`src/hw/rtl/task_runtime_accumulator_macros.svh`:
```
// ----------------------------------------------------------------------------
// task_runtime_accumulator_macros
// assertion helpers shared by the accumulator rtl
// ----------------------------------------------------------------------------
`ifndef TASK_RUNTIME_ACCUMULATOR_MACROS_SVH
`define TASK_RUNTIME_ACCUMULATOR_MACROS_SVH

// same-cycle implication, checked out of reset
`define TRT_ASSERT_NOW(label, clk, rstn, ante, cons, msg) \
    label: assert property (@(posedge clk) disable iff (!(rstn)) (ante) |-> (cons)) \
        else $error(msg);

// next-cycle implication, checked out of reset
`define TRT_ASSERT_NEXT(label, clk, rstn, ante, cons, msg) \
    label: assert property (@(posedge clk) disable iff (!(rstn)) (ante) |=> (cons)) \
        else $error(msg);

`endif

```
`src/hw/rtl/trt_pkg.sv`:
```
// ----------------------------------------------------------------------------
// trt_pkg
// shared types and constants of the task run-time accumulator
// ----------------------------------------------------------------------------
package trt_pkg;

    localparam int TASKS_DEF = 16;
    localparam int SLOT_W    = 5;
    localparam int TICK_W    = 16;
    localparam int DATA_W    = 32;

    localparam logic [DATA_W-1:0] LIMIT_RESET = 32'd3600000000;

    typedef enum logic [1:0] {
        OP_SWITCH_IN  = 2'd0,
        OP_SWITCH_OUT = 2'd1,
        OP_READ       = 2'd2,
        OP_CLEAR      = 2'd3
    } op_t;

    typedef enum logic {
        ST_IDLE,
        ST_EXEC
    } state_t;

    typedef struct packed {
        logic accept;
        logic commit;
    } cmd_t;

endpackage

```
`src/hw/rtl/trt_ram.sv`:
```
// ----------------------------------------------------------------------------
// trt_ram
// generic single-port-write, single-port-read ram with registered read
// ----------------------------------------------------------------------------
module trt_ram #(
    parameter int WIDTH = 32,
    parameter int DEPTH = 18
) (
    input  logic                     aclk,
    input  logic                     wr_en,
    input  logic [$clog2(DEPTH)-1:0] wr_addr,
    input  logic [WIDTH-1:0]         wr_data,
    input  logic                     rd_en,
    input  logic [$clog2(DEPTH)-1:0] rd_addr,
    output logic [WIDTH-1:0]         rd_data
);

    logic [WIDTH-1:0] mem [DEPTH];
    logic [WIDTH-1:0] rd_data_reg;

    always_ff @(posedge aclk) begin
        if (wr_en) begin
            mem[wr_addr] <= wr_data;
        end
        if (rd_en) begin
            rd_data_reg <= mem[rd_addr];
        end
    end

    assign rd_data = rd_data_reg;

endmodule

```
`src/hw/rtl/trt_ctrl.sv`:
```
// ----------------------------------------------------------------------------
// trt_ctrl
// handshake controller: takes a beat, then commits it into the output register
// ----------------------------------------------------------------------------
module trt_ctrl (
    input  logic          aclk,
    input  logic          aresetn,
    input  logic          s_tvalid,
    output logic          s_tready,
    output logic          m_tvalid,
    input  logic          m_tready,
    output trt_pkg::cmd_t cmd
);

    import trt_pkg::*;

    state_t state_reg, state_next;
    logic   m_tvalid_reg, m_tvalid_next;

    always_ff @(posedge aclk) begin
        if (!aresetn) begin
            state_reg    <= ST_IDLE;
            m_tvalid_reg <= 1'b0;
        end else begin
            state_reg    <= state_next;
            m_tvalid_reg <= m_tvalid_next;
        end
    end

    always_comb begin
        state_next    = state_reg;
        s_tready      = 1'b0;
        cmd.accept    = 1'b0;
        cmd.commit    = 1'b0;
        m_tvalid_next = m_tvalid_reg && !m_tready;
        unique case (state_reg)
            ST_IDLE: begin
                s_tready   = 1'b1;
                cmd.accept = s_tvalid;
                if (s_tvalid) begin
                    state_next = ST_EXEC;
                end
            end
            ST_EXEC: begin
                if (!m_tvalid_reg || m_tready) begin
                    cmd.commit    = 1'b1;
                    m_tvalid_next = 1'b1;
                    state_next    = ST_IDLE;
                end
            end
            default: begin
                state_next = ST_IDLE;
            end
        endcase
    end

    assign m_tvalid = m_tvalid_reg;

endmodule

```
`src/hw/rtl/trt_datapath.sv`:
```
// ----------------------------------------------------------------------------
// trt_datapath
// slot totals, switch bookkeeping and result registers
// ----------------------------------------------------------------------------
module trt_datapath #(
    parameter int TASKS = trt_pkg::TASKS_DEF
) (
    input  logic                        aclk,
    input  logic                        aresetn,
    input  trt_pkg::cmd_t               cmd,
    input  logic                        cfg_wr_en,
    input  logic [trt_pkg::DATA_W-1:0]  cfg_wr_data,
    input  trt_pkg::op_t                in_op,
    input  logic [trt_pkg::SLOT_W-1:0]  in_slot,
    input  logic [trt_pkg::TICK_W-1:0]  in_tick,
    input  logic [trt_pkg::DATA_W-1:0]  in_uptime,
    output logic [trt_pkg::DATA_W-1:0]  out_read_value,
    output logic [trt_pkg::DATA_W-1:0]  out_elapsed,
    output logic                        out_limit_reset
);

    import trt_pkg::*;

    localparam int TRACKED = TASKS + 2;
    localparam int AW      = $clog2(TRACKED);

    localparam logic [SLOT_W-1:0] SLOT_IDLE    = SLOT_W'(TASKS);
    localparam logic [SLOT_W-1:0] SLOT_OTHER   = SLOT_W'(TASKS + 2);
    localparam logic [SLOT_W-1:0] SLOT_TRACKED = SLOT_W'(TRACKED);

    // latched beat
    op_t               op_reg;
    logic [SLOT_W-1:0] slot_reg;
    logic [TICK_W-1:0] tick_reg;
    logic [DATA_W-1:0] uptime_reg;
    logic [AW-1:0]     addr_reg;
    logic              track_reg;
    logic              hit_reg;

    // block state
    logic [SLOT_W-1:0]  cur_slot_reg, cur_slot_next;
    logic [TICK_W-1:0]  start_tick_reg, start_tick_next;
    logic [DATA_W-1:0]  start_uptime_reg, start_uptime_next;
    logic [DATA_W-1:0]  limit_reg;
    logic [TRACKED-1:0] valid_reg, valid_next;

    // result
    logic [DATA_W-1:0] read_value_reg, read_value_next;
    logic [DATA_W-1:0] elapsed_reg, elapsed_next;
    logic              flag_reg, flag_next;

    logic [SLOT_W-1:0] sel_slot;
    logic              sel_track;
    logic [AW-1:0]     sel_addr;
    logic [DATA_W-1:0] ram_rd_data;
    logic [DATA_W-1:0] old_total;
    logic [DATA_W-1:0] sum;
    logic [TICK_W-1:0] diff;
    logic              ram_wr_en;
    logic              clear_all;

    // lookup address for the accepted beat
    always_comb begin
        sel_slot  = (in_op == OP_READ) ? in_slot : cur_slot_reg;
        sel_track = sel_slot < SLOT_TRACKED;
        sel_addr  = sel_slot[AW-1:0];
    end

    trt_ram #(
        .WIDTH (DATA_W),
        .DEPTH (TRACKED)
    ) u_totals (
        .aclk    (aclk),
        .wr_en   (ram_wr_en),
        .wr_addr (addr_reg),
        .wr_data (sum),
        .rd_en   (cmd.accept),
        .rd_addr (sel_addr),
        .rd_data (ram_rd_data)
    );

    always_ff @(posedge aclk) begin
        if (cmd.accept) begin
            op_reg     <= in_op;
            slot_reg   <= in_slot;
            tick_reg   <= in_tick;
            uptime_reg <= in_uptime;
            addr_reg   <= sel_addr;
            track_reg  <= sel_track;
            hit_reg    <= sel_track && valid_reg[sel_addr];
        end
        if (cmd.commit) begin
            read_value_reg <= read_value_next;
            elapsed_reg    <= elapsed_next;
            flag_reg       <= flag_next;
        end
    end

    always_ff @(posedge aclk) begin
        if (!aresetn) begin
            cur_slot_reg     <= SLOT_IDLE;
            start_tick_reg   <= '0;
            start_uptime_reg <= '0;
            limit_reg        <= LIMIT_RESET;
            valid_reg        <= '0;
        end else begin
            if (cmd.commit) begin
                cur_slot_reg     <= cur_slot_next;
                start_tick_reg   <= start_tick_next;
                start_uptime_reg <= start_uptime_next;
                valid_reg        <= valid_next;
            end
            if (cfg_wr_en) begin
                limit_reg <= cfg_wr_data;
            end
        end
    end

    always_comb begin
        diff              = tick_reg - start_tick_reg;
        old_total         = hit_reg ? ram_rd_data : '0;
        sum               = old_total + DATA_W'(diff);
        cur_slot_next     = cur_slot_reg;
        start_tick_next   = start_tick_reg;
        start_uptime_next = start_uptime_reg;
        valid_next        = valid_reg;
        read_value_next   = '0;
        flag_next         = 1'b0;
        ram_wr_en         = 1'b0;
        clear_all         = 1'b0;
        unique case (op_reg)
            OP_SWITCH_IN: begin
                cur_slot_next   = (slot_reg > SLOT_OTHER) ? SLOT_OTHER : slot_reg;
                start_tick_next = tick_reg;
            end
            OP_SWITCH_OUT: begin
                if (track_reg) begin
                    if (sum > limit_reg) begin
                        clear_all = 1'b1;
                        flag_next = 1'b1;
                    end else begin
                        ram_wr_en            = cmd.commit;
                        valid_next[addr_reg] = 1'b1;
                    end
                end
            end
            OP_READ: begin
                read_value_next = old_total;
            end
            OP_CLEAR: begin
                clear_all = 1'b1;
            end
            default: begin
                clear_all = 1'b0;
            end
        endcase
        if (clear_all) begin
            valid_next        = '0;
            cur_slot_next     = SLOT_IDLE;
            start_uptime_next = uptime_reg;
        end
        elapsed_next = clear_all ? '0 : uptime_reg - start_uptime_reg;
    end

    assign out_read_value  = read_value_reg;
    assign out_elapsed     = elapsed_reg;
    assign out_limit_reset = flag_reg;

endmodule

```
`src/hw/rtl/task_runtime_accumulator.sv`:
```
// ----------------------------------------------------------------------------
// task_runtime_accumulator
// per-slot run-time totals with switch-in, switch-out, read and clear
//
// Each beat is handled in order: the idle state latches it and reads the slot
// total from the totals ram, then the exec state adds, compares against the
// limit and writes back. The next beat is taken in the cycle after the exec
// state commits; a held result keeps the exec state waiting, and no new beat is
// taken until the last one is committed. Clearing all totals resets the
// per-slot valid bits rather than the ram, so a clear or a limit overflow costs nothing extra.
// Each beat gives exactly one result beat. collect_limit may be written
// whenever no beat is in flight.
// ----------------------------------------------------------------------------
module task_runtime_accumulator #(
    parameter int TASKS = trt_pkg::TASKS_DEF
) (
    input  logic                       aclk,
    input  logic                       aresetn,
    input  logic                       cfg_wr_en,
    input  logic [trt_pkg::DATA_W-1:0] cfg_wr_data,   // collect_limit
    input  logic                       s_tvalid,
    output logic                       s_tready,
    input  logic [55:0]                s_tdata,       // task_slot, tick_now, uptime_ms, zero pad
    input  logic [1:0]                 s_tuser,       // operation
    output logic                       m_tvalid,
    input  logic                       m_tready,
    output logic [63:0]                m_tdata,       // read_value, elapsed_ms
    output logic [0:0]                 m_tuser        // limit_reset
);

    import trt_pkg::*;

    `include "task_runtime_accumulator_macros.svh"

    cmd_t              cmd;
    logic [DATA_W-1:0] read_value;
    logic [DATA_W-1:0] elapsed;
    logic              limit_reset;

    trt_ctrl u_ctrl (
        .aclk     (aclk),
        .aresetn  (aresetn),
        .s_tvalid (s_tvalid),
        .s_tready (s_tready),
        .m_tvalid (m_tvalid),
        .m_tready (m_tready),
        .cmd      (cmd)
    );

    trt_datapath #(
        .TASKS (TASKS)
    ) u_datapath (
        .aclk            (aclk),
        .aresetn         (aresetn),
        .cmd             (cmd),
        .cfg_wr_en       (cfg_wr_en),
        .cfg_wr_data     (cfg_wr_data),
        .in_op           (op_t'(s_tuser)),
        .in_slot         (s_tdata[4:0]),
        .in_tick         (s_tdata[20:5]),
        .in_uptime       (s_tdata[52:21]),
        .out_read_value  (read_value),
        .out_elapsed     (elapsed),
        .out_limit_reset (limit_reset)
    );

    assign m_tdata = {elapsed, read_value};
    assign m_tuser = limit_reset;

    `TRT_ASSERT_NEXT(a_one_beat_in_flight, aclk, aresetn, s_tvalid && s_tready, !s_tready, "beat taken while another is in flight")
    `TRT_ASSERT_NEXT(a_commit_shows_result, aclk, aresetn, cmd.commit, m_tvalid, "committed result not presented")
    `TRT_ASSERT_NOW(a_limit_reset_clean, aclk, aresetn, m_tvalid && m_tuser[0], m_tdata == 64'd0, "limit reset with nonzero payload")
    `TRT_ASSERT_NOW(a_commit_exclusive, aclk, aresetn, cmd.commit, !cmd.accept && !s_tready, "commit overlaps accept")

endmodule
```
`config.mk`:
```
export PLATFORM = sky130hd
export DESIGN_NAME = task_runtime_accumulator
export DESIGN_NICKNAME = d
export VERILOG_FILES = /design/src/hw/rtl/trt_pkg.sv /design/src/hw/rtl/trt_ram.sv /design/src/hw/rtl/trt_ctrl.sv /design/src/hw/rtl/trt_datapath.sv /design/src/hw/rtl/task_runtime_accumulator.sv
export VERILOG_INCLUDE_DIRS = /design/src /design/src/hw/rtl
export SDC_FILE = /design/constraint.sdc
export NUM_CORES = 1
export LEC_CHECK = 0
export BUFFER_PORTS_ARGS = -buffer_cell sky130_fd_sc_hd__buf_2
export CAP_MARGIN = 25
export CORE_MARGIN = 2
export CORE_UTILIZATION = 46
export CTS_BUF_LIST = sky130_fd_sc_hd__clkbuf_16
export DETAILED_ROUTE_END_ITERATION = 10
export GPL_ROUTABILITY_DRIVEN = 0
export HOLD_SLACK_MARGIN = 0.02
export MAX_ROUTING_LAYER = met4
export PLACE_DENSITY = 0.68
export SYNTH_ARGS = -nofsm -noshare
export SYNTH_HDL_FRONTEND = slang
export SYNTH_SLANG_ARGS = --single-unit
```
`constraint.sdc`:
```
create_clock -name aclk -period 8.98 [get_ports aclk]
set_input_delay 1.796 -clock aclk [delete_from_list [all_inputs] [get_ports aclk]]
set_output_delay 1.796 -clock aclk [all_outputs]
set_load 0.01 [all_outputs]
```
# --- Yosys cells after proc, flatten, opt, wreduce, memory -nomap -nowiden ---
# Memory sizes are Yosys's and may differ from the RTL's. A register that Yosys moved wholly into a read port is not among the register bits.
# Index checks and enable logic that the tools add are counted.
totals:
  mem_count: 1
  out_inout_bits: 67
  register_bits: 232
  elab_cells: 78
  ram_bits: 576
mem_list:
  columns: ["name", "words", "word_bits", "read_ports", "rd_clocked_by_memory_dff", "wr", "line_no", "rtl"]
  rows:
  - ["u_datapath.u_totals.mem", 18, 32, 1, 1, 1, "trt_ram.sv:18", "logic [WIDTH-1:0] mem [DEPTH];"]
classes:
  n_addsub: 3
  magnitude_cmp: 6
  mux: 30
  eq_ne: 5
  reduce_logical: 14
  n_bitwise: 2
ops:
  columns: ["op", "count"]
  rows:
  - ["$mux W18", 4]
  - ["$add A32 B16 Y32", 1]
  - ["$gt A32 B32 Y1", 1]
  - ["$mux W32", 1]
  - ["$sub A32 B32 Y32", 1]
  - ["$mux W5", 4]
  - ["$or A18 B18 Y18", 1]
  - ["$mux W1", 17]
  - ["$sub A16 B16 Y16", 1]
  - ["$lt A5 B6 Y1 const B", 2]
  - ["$eq A2 B2 Y1 const B", 3]
  - ["$reduce_and A2 Y1", 3]
  - ["$reduce_bool A2 Y1", 3]
  - ["$bmux W1 S5", 1]
  - ["$demux W1 S5", 1]
  - ["$ge A5 B1 Y1 const B", 1]
  - ["$gt A5 B5 Y1 const B", 1]
  - ["$lt A5 B5 Y1 const B", 1]
  - ["$pmux W1 S2", 2]
  - ["$reduce_and A4 Y1", 1]
  - ["$logic_and A1 B1 Y1", 3]
  - ["$eq A2 B1 Y1 const B", 1]
  - ["$logic_not A1 Y1", 2]
  - ["$logic_not A2 Y1", 1]
  - ["other kinds (3)", 3]

# --- Logic depth before layout (Yosys ltp) ---
depth:
  depth_word: 9
  mapped_depth: 32
  depth_no_buf: 30

# --- Hierarchy ---
# A second synthesis with hierarchy kept.
unflattened:
  hier_cells: 2306
  hier_area_um2: 35751.8
modules_own_cells:
  columns: ["mod", "instances", "area_each_um2", "seq_area_each_um2", "cells_each"]
  rows:
  - ["trt_ram", 1, 23034.6, 18257.5, 1051]
  - ["trt_datapath", 1, 12614.6, 5875.6, 1246]
  - ["trt_ctrl", 1, 102.6, 40.0, 9]

# --- Worst setup path after synthesis ---
# No wires, ideal clock.
synth_path:
  path_kind: "register to register"
  from: "register u_datapath.tick_reg[0]"
  to: "memory u_datapath.u_totals.mem[13][0], enable pin"
  setup_slack_ns: 1.031
  stages_incl_launch_ff: 28
  n_path_buf: 0
  arrival_time_ns: 7.528
  path_cell_list: "edfxtp_1 -> inv_1 -> ha_1 -> inv_1 -> fa_1 -> a21o_1 -> a21oi_1 -> o21ai_0 -> a311o_1 -> a211o_1 -> a31o_2 -> a21oi_1 -> xnor2_1 -> ha_1 -> and4_1 -> o21ai_1 -> a2111oi_0 -> xnor2_1 -> nor2_1 -> ha_1 -> a211oi_1 -> o21ai_0 -> o211ai_1 -> a31oi_1 -> o21ai_0 -> nor4b_1 -> nand3b_1 -> nor2_1"
synth_via:
  elab_chain_len: 8
synth_rtl:
  columns: ["element", "line_no", "rtl"]
  rows:
  - ["from (decl)", "trt_datapath.sv:34", "logic [TICK_W-1:0] tick_reg;"]
  - ["from (signal assigned)", "trt_datapath.sv:86", "tick_reg <= in_tick;"]
  - ["$sub A16 B16 Y16", "trt_datapath.sv:120", "diff = tick_reg - start_tick_reg;"]
  - ["$add A32 B16 Y32", "trt_datapath.sv:122", "sum = old_total + DATA_W'(diff);"]
  - ["net u_datapath.sum[25]", "trt_datapath.sv:57", "logic [DATA_W-1:0] sum;"]
  - ["$gt A32 B32 Y1", "trt_datapath.sv:138", "if (sum > limit_reg) begin"]
  - ["$mux W1", "trt_datapath.sv:138", null]
  - ["$mux W1", "trt_datapath.sv:137", "if (track_reg) begin"]
  - ["$mux W1", "trt_datapath.sv:131", "unique case (op_reg)"]
  - ["$mux W1", "trt_ram.sv:22", "if (wr_en) begin"]
  - ["$mux W1 (implied by the code)", "trt_ram.sv:23", "mem[wr_addr] <= wr_data;"]
  - ["to (decl)", "trt_ram.sv:18", null]
# The timed path passes the listed nets, and every way through them passes these cells.

# --- Final worst setup path ---
layout_path:
  from: "register u_datapath.tick_reg[0]"
  to: "memory u_datapath.u_totals.mem[2][30], enable pin"
# Same word-level chain as after synthesis.

==> impl_metrics.py <==
metrics = {
    "synth": {
        "synth_edf_count": 735,
        "ys.flop_type": "edfxtp_1",
        "synth_fp_nets": 3316,
        "synth_top_area_cell": "edfxtp_1",
        "yosys.area.top_type_share_pct": 60.6,
        "syn_area_per_cell_um2": 11.7,
        "yosysWarnings": 0,
        "netlist_area_um2": 36400,
        "syn_inst": 3124,
        "synth_seq_cells": 840,
        "ys_types": 71,
        "synth_area_leaders": "edfxtp_1 (61%), nand2_1 (7.6%), dfxtp_1 (5.8%), nand3_1 (4.3%), ha_1 (3.2%)",
        "synthArstFlopShare_pct": 0,
        "synth_seq_area_share_pct": 66.4,
    },
    "cells_and_area": {
        "post-route-util_pct": 53.1,
        "drive_above_1_share_pct": 12.3,
        "fin_area_um2": 41700,
        "fin_nets": 3477,
        "n_fill_cell": 6626,
        "largest_reg_flops": 576,
        "multi_input_area_um2": 11400,
        "area_growth_pct": 14.6,
        "area.sequential_um2": 24200,
        "top_register": "u_datapath.u_totals.mem",
    },
    "die": {
        "coreArea_um2": 78600,
        "die_y_um": 285,
        "fp-row-count": 103,
        "die-area_um2": 81400,
        "die_w_um": 285,
        "initial_utilization_pct": 46.3,
        "ios": 162,
    },
    "timing": {
        "rsz0062_at_grt": "no",
        "post-route-min-period_ps": 7990,
        "fin_skew_ps": 22.8,
        "final_hold_viol_count": 0,
        "max_freq_mhz": 125,
        "slew_headroom_pct": 29.4,
        "worstMarginPinSlew_ps": 1060,
        "holdWs_ps": 458,
        "slew_violations": 0,
        "setup_slack_ps": 987,
        "setup_viol": 0,
        "final.setup.tns_ps": 0,
        "fin_crit_sh_pct": 89.0,
    },
    "clocking": {
        "cts_setup_buffers": 0,
        "cts_made_buffers": 84,
        "cts_root_buf": "clkbuf_16",
        "clkTransAtPathRegs_ps": 60,
        "cts_tree": "built",
        "clk_latency_ps": 640,
        "post_cts_resized": 0,
        "clockBufferDepth": 3,
        "cts_max_level": 3,
        "ctsHoldBuffers": 0,
        "clkSinkCount": 840,
    },
    "worst_setup_path": {
        "crit_arrival_ps": 8320,
        "slowest_stage": "nor2_4",
        "crit_path_start_kind": "flip-flop",
        "slowest_delay_ps": 680,
        "critical_path.max_fanout": 19,
        "end_kind": "flip-flop",
        "cp.required_ps": 9310,
        "path_class": "reg2reg",
    },
    "grt": {
        "grt_pass1_vias": 23500,
        "antenna_found_initial": 5,
        "grt_pass1_wl_um": 137000,
        "grt_max_degree": 171,
        "grt_remaining_overflow": 0,
        "grt.total_usage_pct": 22.6,
    },
    "placed_design": {
        "portBuffers": 158,
        "dpl_cell_area_um2": 38800,
        "place_hpwl_um": 52900,
        "pre_cts_slack_ps": 1010,
    },
    "route": {
        "dr_total_vias": 24600,
        "drcViolationCount": 0,
        "ant_nets": 0,
        "via_per_inst": 5.59,
        "dr.pass1.iters": 6,
        "drt_iter0_markers": 2313,
        "wl_um": 90700,
        "post_drt_wl_per_cell_um": 20.6,
    },
    "power_and_ir_drop": {
        "p_leak_nw": 15.3,
        "peakVddDrop_v": 0.000140,
        "powerDensity_nw_per_um2": 218,
    },
    "status": {
        "status": "finished, final reports clean",
    },
    "min_path": {
        "holdCritPathClass": "reg2reg",
    },
    "flow_run": {
        "cap_violations": 0,
    },
}
## routing by layer
metal  GRT usage, %  vias to the layer above  part of all wire [%]
li1               -                    11600                     -
met1           30.1                    12000                    42
met2           35.8                      921                    48
met3           3.42                      149                   7.3
met4           6.91                        0                   2.5
met5              -                        -                     0
## final timing paths
| kind | slack, ps | startpoint | endpoint | depth (start not counted) |
|---|---|---|---|---|
| min | 460 | u_datapath.start_uptime_reg[16]$_SDFFE_PN0P_ | u_datapath.start_uptime_reg[16]$_SDFFE_PN0P_ | 2 |
| max reg2reg | 990 | u_datapath.tick_reg[0]$_DFFE_PP_ | u_datapath.u_totals.mem[2][30]$_DFFE_PP_ | 30 |
| max | 990 | u_datapath.tick_reg[0]$_DFFE_PP_ | u_datapath.u_totals.mem[2][30]$_DFFE_PP_ | 30 |
| min reg2reg | 460 | u_datapath.start_uptime_reg[16]$_SDFFE_PN0P_ | u_datapath.start_uptime_reg[16]$_SDFFE_PN0P_ | 2 |
## Yosys cell counts, drive strengths merged, types with 19 or more instances
master,instances
nand2,737
a21boi,19
xnor2,36
edfxtp,735
nor3,24
nand3,316
a21oi,113
nor2b,36
clkbuf,137
ha,94
and2,38
o211ai,21
mux2i,31
a31oi,37
buf,30
inv,110
nor2,105
a21o,55
dfxtp,105
a311oi,69
and3,56
o21ai,80
## cell families (layout without fill, tap and decap cells)
| logic type | after synthesis | in the layout | synth area share, % |
|---|---|---|---|
| compound gates | 459 | 459 | 8.47 |
| xor+xnor | 51 | 51 | 1.23 |
| fa+ha+maj | 97 | 97 | 3.40 |
| buf+inv | 278 | 505 | 2.97 |
| flops | 840 | 840 | 66.4 |
| mux | 31 | 31 | 0.887 |
| other cells | 0 | 7 | 0 |
| simple gates | 1368 | 1368 | 16.7 |
## layout by cell type (no fill, tap or decap), drive strengths merged, types with 15 or more instances in the layout
master | netlist | final
xnor2 | 36 | 36
a21boi | 19 | 19
a311oi | 69 | 69
a21oi | 113 | 113
buf | 30 | 242
nor2 | 105 | 105
edfxtp | 735 | 735
o211ai | 21 | 21
o21a | 15 | 15
mux2i | 31 | 31
clkinv | 1 | 33
a31oi | 37 | 37
nand2 | 737 | 737
xor2 | 15 | 15
nor2b | 36 | 36
dfxtp | 105 | 105
ha | 94 | 94
and2 | 38 | 38
nor3 | 24 | 24
and3 | 56 | 56
o21ai | 80 | 80
inv | 110 | 127
clkbuf | 137 | 87
nand3 | 316 | 316
a21o | 55 | 55
## power breakdown
part | switching (mW) | internal (mW)
logic | 0.679 | 0.315
clock network | 1.48 | 2.11
registers | 0.0404 | 4.48
total | 2.20 | 6.90
## stage by stage
| stage | power (mW) | instances |
|---|---|---|
| after global placement | 5.56 | 4247 |
| after detailed placement | 5.58 | 4247 |
| after global routing | 9.41 | 4405 |
| after floorplan | 5.20 | 3124 |
| after CTS | 9.14 | 4399 |
| final | 9.10 | 4408 |
## critical path, delay by kind of cell (launching register included)
kind	cells	cell delay, ps
AO/OA/AOI/OAI	12	3100
AND/OR/NAND/NOR	7	1780
adder cells (fa/ha/maj)	4	1170
buffers and inverters	5	910
flip-flops	1	390
XOR/XNOR	2	330
## cell type report
type / count / share of cell area [%]
antenna: 7 / 0.0420
clock buffer: 87 / 5.22
clock inverter: 65 / 1.54
inverter: 111 / 1.02
multi-input combinational: 2006 / 27.2
sequential: 840 / 58.0
tap: 1050 / 3.15
timing repair buffer: 242 / 3.84
Power figures use the tool's default switching activity.
